--- src/rtl/assert_macros.svh ---
// Assertion helpers for the RTL file that checks its own logic.
`ifndef ASSERT_MACROS_SVH
`define ASSERT_MACROS_SVH

// The consequent must hold in the same cycle as the antecedent.
`define ASSERT_SAME(label, clk, rst_n, ante, cons) \
    label: assert property (@(posedge clk) disable iff (!(rst_n)) (ante) |-> (cons)) \
        else $error("same-cycle check failed");

// The consequent must hold in the cycle after the antecedent.
`define ASSERT_NEXT(label, clk, rst_n, ante, cons) \
    label: assert property (@(posedge clk) disable iff (!(rst_n)) (ante) |=> (cons)) \
        else $error("next-cycle check failed");

`endif

--- src/rtl/tcw_pkg.sv ---
`timescale 1ns / 1ps

package tcw_pkg;

    localparam int COLUMNS    = 80;
    localparam int ROWS       = 25;
    localparam int CELL_COUNT = ROWS * COLUMNS;
    localparam int ADDR_W     = $clog2(CELL_COUNT);
    localparam int ROW_W      = $clog2(ROWS);
    localparam int COL_W      = $clog2(COLUMNS);

    localparam logic [7:0] GLYPH_NEWLINE   = 8'h0A;
    localparam logic [7:0] GLYPH_BACKSPACE = 8'h08;
    localparam logic [7:0] GLYPH_SPACE     = 8'h20;
    localparam logic [7:0] COLOR_RESET     = 8'h0F;

    typedef enum logic [1:0] {
        CMD_PUT   = 2'd0,
        CMD_CLEAR = 2'd1,
        CMD_READ  = 2'd2,
        CMD_NONE  = 2'd3
    } t_cmd;

    typedef struct packed {
        t_cmd        cmd;
        logic [7:0]  char_code;
        logic [10:0] cell_index;
    } t_in_item;

    typedef struct packed {
        logic [15:0] cell_value;
        logic [4:0]  cursor_row;
        logic [6:0]  cursor_col;
    } t_out_item;

    typedef struct packed {
        logic              we;
        logic [ADDR_W-1:0] waddr;
        logic [15:0]       wdata;
        logic [ADDR_W-1:0] raddr;
    } t_ram_req;

    function automatic logic [15:0] make_cell(input logic [7:0] color,
                                              input logic [7:0] glyph);
        return {color, glyph};
    endfunction

endpackage

--- src/rtl/tcw_ctrl.sv ---
`timescale 1ns / 1ps

module tcw_ctrl (
    input  logic               i_clk,
    input  logic               i_rst_n,
    input  logic               i_start,
    input  tcw_pkg::t_in_item  i_item,
    input  logic [7:0]         i_color,
    input  logic [15:0]        i_rdata,
    output tcw_pkg::t_ram_req  o_ram_req,
    output logic               o_busy,
    output logic               o_valid,
    output tcw_pkg::t_out_item o_result
);
    import tcw_pkg::*;

    typedef enum logic [2:0] {
        ST_INIT,
        ST_IDLE,
        ST_READ,
        ST_SCR_RD,
        ST_SCR_WR,
        ST_BLANK,
        ST_CLEAR
    } t_state;

    t_state            r_state, n_state;
    logic [ADDR_W-1:0] r_ptr, n_ptr;
    logic [ROW_W-1:0]  r_row, n_row;
    logic [COL_W-1:0]  r_col, n_col;
    logic              r_valid, n_valid;
    logic [15:0]       r_cell, n_cell;

    // One address adder serves every sweep: it forms the source address
    // one row ahead while scrolling and the next pointer otherwise.
    logic [ADDR_W-1:0] add_op;
    logic [ADDR_W-1:0] addr_sum;
    logic [ADDR_W-1:0] cur_idx;
    logic              last_row;
    logic              ptr_last;
    logic              idx_ok;
    logic [15:0]       blank;

    assign add_op   = (r_state == ST_SCR_RD) ? ADDR_W'(COLUMNS) : ADDR_W'(1);
    assign addr_sum = r_ptr + add_op;
    assign cur_idx  = ADDR_W'(r_row) * ADDR_W'(COLUMNS) + ADDR_W'(r_col);
    assign last_row = (r_row == ROW_W'(ROWS - 1));
    assign ptr_last = (r_ptr == ADDR_W'(CELL_COUNT - 1));
    assign idx_ok   = (32'(i_item.cell_index) < 32'(CELL_COUNT));
    assign blank    = make_cell(i_color, GLYPH_SPACE);

    always_comb begin
        n_state         = r_state;
        n_ptr           = r_ptr;
        n_row           = r_row;
        n_col           = r_col;
        n_valid         = 1'b0;
        n_cell          = 16'h0000;
        o_ram_req.we    = 1'b0;
        o_ram_req.waddr = r_ptr;
        o_ram_req.wdata = blank;
        o_ram_req.raddr = addr_sum;

        case (r_state)
            ST_INIT: begin
                o_ram_req.we    = 1'b1;
                o_ram_req.wdata = 16'h0000;
                n_ptr           = addr_sum;
                if (ptr_last) begin
                    n_state = ST_IDLE;
                end
            end
            ST_IDLE: begin
                o_ram_req.raddr = ADDR_W'(i_item.cell_index);
                if (i_start) begin
                    case (i_item.cmd)
                        CMD_PUT: begin
                            n_valid = 1'b1;
                            if (i_item.char_code == GLYPH_BACKSPACE) begin
                                o_ram_req.we    = 1'b1;
                                o_ram_req.waddr = cur_idx - ADDR_W'(r_col != '0);
                                if (r_col != '0) begin
                                    n_col = r_col - COL_W'(1);
                                end
                            end else begin
                                if (i_item.char_code != GLYPH_NEWLINE) begin
                                    o_ram_req.we    = 1'b1;
                                    o_ram_req.waddr = cur_idx;
                                    o_ram_req.wdata = make_cell(i_color, i_item.char_code);
                                end
                                if (i_item.char_code == GLYPH_NEWLINE ||
                                    r_col == COL_W'(COLUMNS - 1)) begin
                                    n_col = '0;
                                    if (last_row) begin
                                        // Bottom row reached: scroll before reporting.
                                        n_valid = 1'b0;
                                        n_ptr   = '0;
                                        n_state = ST_SCR_RD;
                                    end else begin
                                        n_row = r_row + ROW_W'(1);
                                    end
                                end else begin
                                    n_col = r_col + COL_W'(1);
                                end
                            end
                        end
                        CMD_CLEAR: begin
                            n_row   = '0;
                            n_col   = '0;
                            n_ptr   = '0;
                            n_state = ST_CLEAR;
                        end
                        CMD_READ: begin
                            if (idx_ok) begin
                                n_state = ST_READ;
                            end else begin
                                n_valid = 1'b1;
                            end
                        end
                        default: begin
                            n_valid = 1'b1;
                        end
                    endcase
                end
            end
            ST_READ: begin
                n_valid = 1'b1;
                n_cell  = i_rdata;
                n_state = ST_IDLE;
            end
            ST_SCR_RD: begin
                n_state = ST_SCR_WR;
            end
            ST_SCR_WR: begin
                o_ram_req.we    = 1'b1;
                o_ram_req.wdata = i_rdata;
                n_ptr           = addr_sum;
                if (r_ptr == ADDR_W'(CELL_COUNT - COLUMNS - 1)) begin
                    n_state = ST_BLANK;
                end else begin
                    n_state = ST_SCR_RD;
                end
            end
            ST_BLANK, ST_CLEAR: begin
                o_ram_req.we = 1'b1;
                n_ptr        = addr_sum;
                if (ptr_last) begin
                    n_valid = 1'b1;
                    n_state = ST_IDLE;
                end
            end
            default: begin
                n_state = ST_IDLE;
            end
        endcase
    end

    always_ff @(posedge i_clk) begin
        if (!i_rst_n) begin
            r_state <= ST_INIT;
            r_ptr   <= '0;
            r_row   <= '0;
            r_col   <= '0;
            r_valid <= 1'b0;
        end else begin
            r_state <= n_state;
            r_ptr   <= n_ptr;
            r_row   <= n_row;
            r_col   <= n_col;
            r_valid <= n_valid;
        end
        r_cell <= n_cell;
    end

    assign o_busy              = (r_state != ST_IDLE);
    assign o_valid             = r_valid;
    assign o_result.cell_value = r_cell;
    assign o_result.cursor_row = 5'(r_row);
    assign o_result.cursor_col = 7'(r_col);

endmodule

--- config.mk ---
export PLATFORM = sky130hd
export DESIGN_NAME = tcw_ctrl
export DESIGN_NICKNAME = d
export VERILOG_FILES = /design/src/rtl/assert_macros.svh /design/src/rtl/tcw_pkg.sv /design/src/rtl/tcw_ctrl.sv
export SDC_FILE = /design/constraint.sdc
export NUM_CORES = 1
export LEC_CHECK = 0
export BUFFER_PORTS_ARGS = -buffer_cell sky130_fd_sc_hd__buf_4
export CAP_MARGIN = 20
export CORE_UTILIZATION = 35
export CTS_BUF_LIST = sky130_fd_sc_hd__clkbuf_2 sky130_fd_sc_hd__clkbuf_4 sky130_fd_sc_hd__clkbuf_8
export CTS_CLUSTER_DIAMETER = 200
export DETAILED_ROUTE_END_ITERATION = 8
export SYNTH_ARGS = -nofsm -noshare
export SYNTH_HDL_FRONTEND = slang
export SYNTH_SLANG_ARGS = --single-unit
--- constraint.sdc ---
create_clock -name i_clk -period 3.4 [get_ports i_clk]
set_input_delay 0.68 -clock i_clk [delete_from_list [all_inputs] [get_ports i_clk]]
set_output_delay 0.68 -clock i_clk [all_outputs]
set_load 0.03 [all_outputs]
==> reports/metrics.yaml <==
routing:
  vias: 3870
  antenna_left: 0
  first_pass_iters: 4
  dr.first_iter.drc_count: 153
  wl_per_cell_um: 15.36
  drc: 0
  via_per_inst: 5.287
  drt_wl_total_um: 11240
sta:
  slew_violations: 0
  period_minus_slack_ns: 3.776
  holdWs_ns: 0.5007
  slew_headroom_pct: 48.23
  setup_viol: 8
  rsz0062_at_grt: "yes"
  hold_violations: 0
  fin_setup_tns_ns: -1.665
  post-route-period-util_pct: 111.0
  max_freq_mhz: 264.9
  finalClockSkew_ns: 0.003733
  worst_pin_slew_ns: 0.7737
  setup_ws_ns: -0.3757
power_and_ir_drop:
  netSwitchingPower_w: 0.001364
  comb_power_share_pct: 63.7
  switching_share_pct: 50.03
  p_leak_nw: 2.229
  total_power_w: 0.002726
  power_frac_clock_pct: 13.3
  intPower_w: 0.001362
  powerDensity_mw_per_mm2: 544.2
  ir_drop_uv: 264.3
  seq_power_share_pct: 23.0
global_route:
  antenna_found_initial: 0
  grt_pass1_wl_um: 18290
  grt_usage_pct: 22.92
  grt-ovfl-total: 0
  grt_start_max_net_pins: 21
  grt_pass1_vias: 3836
floorplanning:
  core_area_mm2: 0.009240
  initial_core_util_pct: 36.17
  die_h_um: 99.72
  num_rows: 35
  die_x_um: 99.72
  io_pins: 117
  die_area_mm2: 0.009943
critical_path:
  critPathKind: "flop to output port"
  worstSetupEndpointType: "output port"
  rrSetupSlack_ns: 0.75
  path_max_fanout: 3
  startpoint_type: "flop"
  slowest_stage: "or3b_4"
  reg2regPathDepth: 8
  rr_endpoint: "r_row[2]$_SDFFE_PN0P_"
  cp.arrival_ns: 3.10
  cpPeakStageDelay_ns: 0.39
  r2r-start: "r_col[4]$_SDFFE_PN0P_"
  cp_common_cell: "ha_4"
  crit_required_ns: 2.72
  crit_path_cell_trace: "inv_4 > ha_4 > or3b_4 > nor4_4 > inv_2 > ha_4 > ha_4 > nor3b_4 > nand3b_1 > nand2b_4 > nor4_2 > or3_1 > mux2i_1 > a221o_2 > buf_6"
worst_hold_path:
  hold_end: "r_state[0]$_SDFFE_PN0P_"
  hp-class: "flop to flop"
  min-delay-start: "r_state[0]$_SDFFE_PN0P_"
  holdPathStages: 1
finish:
  final_cell_mix: "buf_4 (154), nand2_1 (53), nor2_1 (47)"
  final_nets: 676
  diodes: 0
  area_growth_syn_to_layout_pct: 49.91
  drive_gt1_share_pct: 37.31
  final_common_cell: "buf_4"
  finalNonFillerCells: 732
clock_tree:
  htree_num_levels: 2
  cts_sinks: 43
  root_buffer: "clkbuf_8"
  cts_hold_buffers: 0
  clockBufferDepth: 2
  cts.reportedPaths.clkPinSlew_ns: 0.10
  clock_latency_ns: 0.31
  cts_tree: "built"
  cts_made_buffers: 5
yosys:
  synthesis.nets: 529
  async_flop_share_pct: 0
  syn_inst: 455
  synth-main-ff-cell: "dfxtp_1"
  synth_area_per_cell_um2: 7.345
  synth-edff-count: 0
  yosys_register_bits: 43
  synth_warnings: 0
  synth.area.top_cells: "dfxtp_1 (26%), ha_1 (9.0%), o21ai_0 (6.1%)"
  ys_seq_area_share_pct: 25.76
  synth_top_area_share_pct: 25.76
  synth_cell_types: 55
  syn_area_mm2: 0.003342
  synth_top_cell_by_area: "dfxtp_1"
outcome:
  violations: "setup timing"
  outcome: "complete, but fails checks"
place:
  placed_cells: 719
  place.gp.congestion: 0.8964
  post-place-ws_ns: -0.1348
  dp_hpwl_um: 8750
  io_buffers: 116
run:
  maxCapViolCount: 0
[per-stage QoR]
stage                     instance area, um2  util (%)
final                                   5010     54.22
after global routing                    5010     54.22
after CTS                               4946     53.53
after detailed placement                4696     50.82
after global placement                  4696     50.82
after floorplan                         3446         -
[area by class of cell]
| class | count | area [um2] |
|---|---|---|
| clock buffer | 5 | 68.82 |
| inverter | 18 | 72.57 |
| clock inverter | 3 | 26.28 |
| timing repair buffer | 162 | 1246 |
| tap | 129 | 161.4 |
| sequential | 43 | 882.1 |
| multi-input combinational | 372 | 2552 |
| fill | 903 | 4230 |
[critical path: cells and delay by family (launching register included)]
family | cells | cell delay (ns)
flip-flops | 1 | 0.36
buffers and inverters | 3 | 0.27
multiplexers | 1 | 0.14
AO/OA/AOI/OAI | 1 | 0.16
adder cells (fa/ha/maj) | 3 | 0.45
AND/OR/NAND/NOR | 7 | 1.39
[worst max path at each step]
| stage | startpoint | end | slack, ns | depth (start not counted) |
|---|---|---|---|---|
| 2_1_floorplan | r_col[4]$_SDFFE_PN0P_ | o_ram_req[35] | -0.05 | 10 |
| 3_3_place_gp | r_col[0]$_SDFFE_PN0P_ | o_ram_req[37] | -0.05 | 15 |
| 3_5_place_dp | r_row[1]$_SDFFE_PN0P_ | o_ram_req[37] | -0.13 | 11 |
| 4_1_cts | r_col[0]$_SDFFE_PN0P_ | o_ram_req[37] | -0.41 | 15 |
| 5_1_grt | r_col[0]$_SDFFE_PN0P_ | o_ram_req[37] | -0.54 | 15 |
| 6_report | r_col[0]$_SDFFE_PN0P_ | o_ram_req[37] | -0.38 | 15 |
[per-layer routing]
| layer | GRT usage, % | part of all wire [%] | vias to the layer above |
|---|---|---|---|
| li1 | - | - | 1930 |
| met1 | 28.16 | 45 | 1812 |
| met2 | 41.22 | 49 | 115 |
| met3 | 3.162 | 5.0 | 13 |
| met4 | 6.900 | 1.4 | 0 |
| met5 | 0 | 0 | - |
[power groups by stage]
stage	Sequential (W)	Clock, W	Combinational (W)
after CTS	0.000624	0.000374	0.00173
after global placement	0.000631	0	0.00170
after floorplan	0.000679	0	0.00106
after global routing	0.000637	0.000389	0.00188
after detailed placement	0.000635	0	0.00170
final	0.000626	0.000364	0.00174
[registers in the layout, indices dropped and copies added, names as in the netlist]
name / flops
r_cell: 16
r_ptr: 11
r_col: 7
r_row: 5
r_state: 3
o_valid: 1
[cells in the mapped netlist, types with 4 or more instances]
library cell   n
dfxtp_1       43
nor2b_1        5
a211oi_1       6
nor3_1        13
ha_1          24
nand3_1       12
a31oi_1       10
nand2_1       53
a21oi_1       32
and3_1         7
xnor2_1        8
nand2b_1       4
a22oi_1        5
and2_1        18
o21ai_0       41
o31ai_1        7
or3_1          6
xor2_1         8
a22o_1        10
nor2_1        47
clkbuf_1      21
inv_1         17
[cell families (layout without fill, tap and decap cells)]
group	Yosys count	count (layout)	share of synthesized area, %
and+or+nand+nor	193	193	29.39
AOI/OAI and AO/OA	135	135	25.35
DFF	43	43	25.76
buffers and inverters	40	188	4.493
adders and majority gates	26	26	10.18
xor gates and xnor gates	16	16	4.193
muxes	2	2	0.6365
[what timing repair did]
| item | 4_1_cts | 5_1_grt |
|---|---|---|
| setup buffers | 5 | 1 |
| gates resized for setup | 25 | 12 |
| pin swaps | 17 | 4 |
| hold endpoints to repair | 0 | 0 |
| setup endpoints to repair | 9 | 13 |
Power figures use the tool's default switching activity.
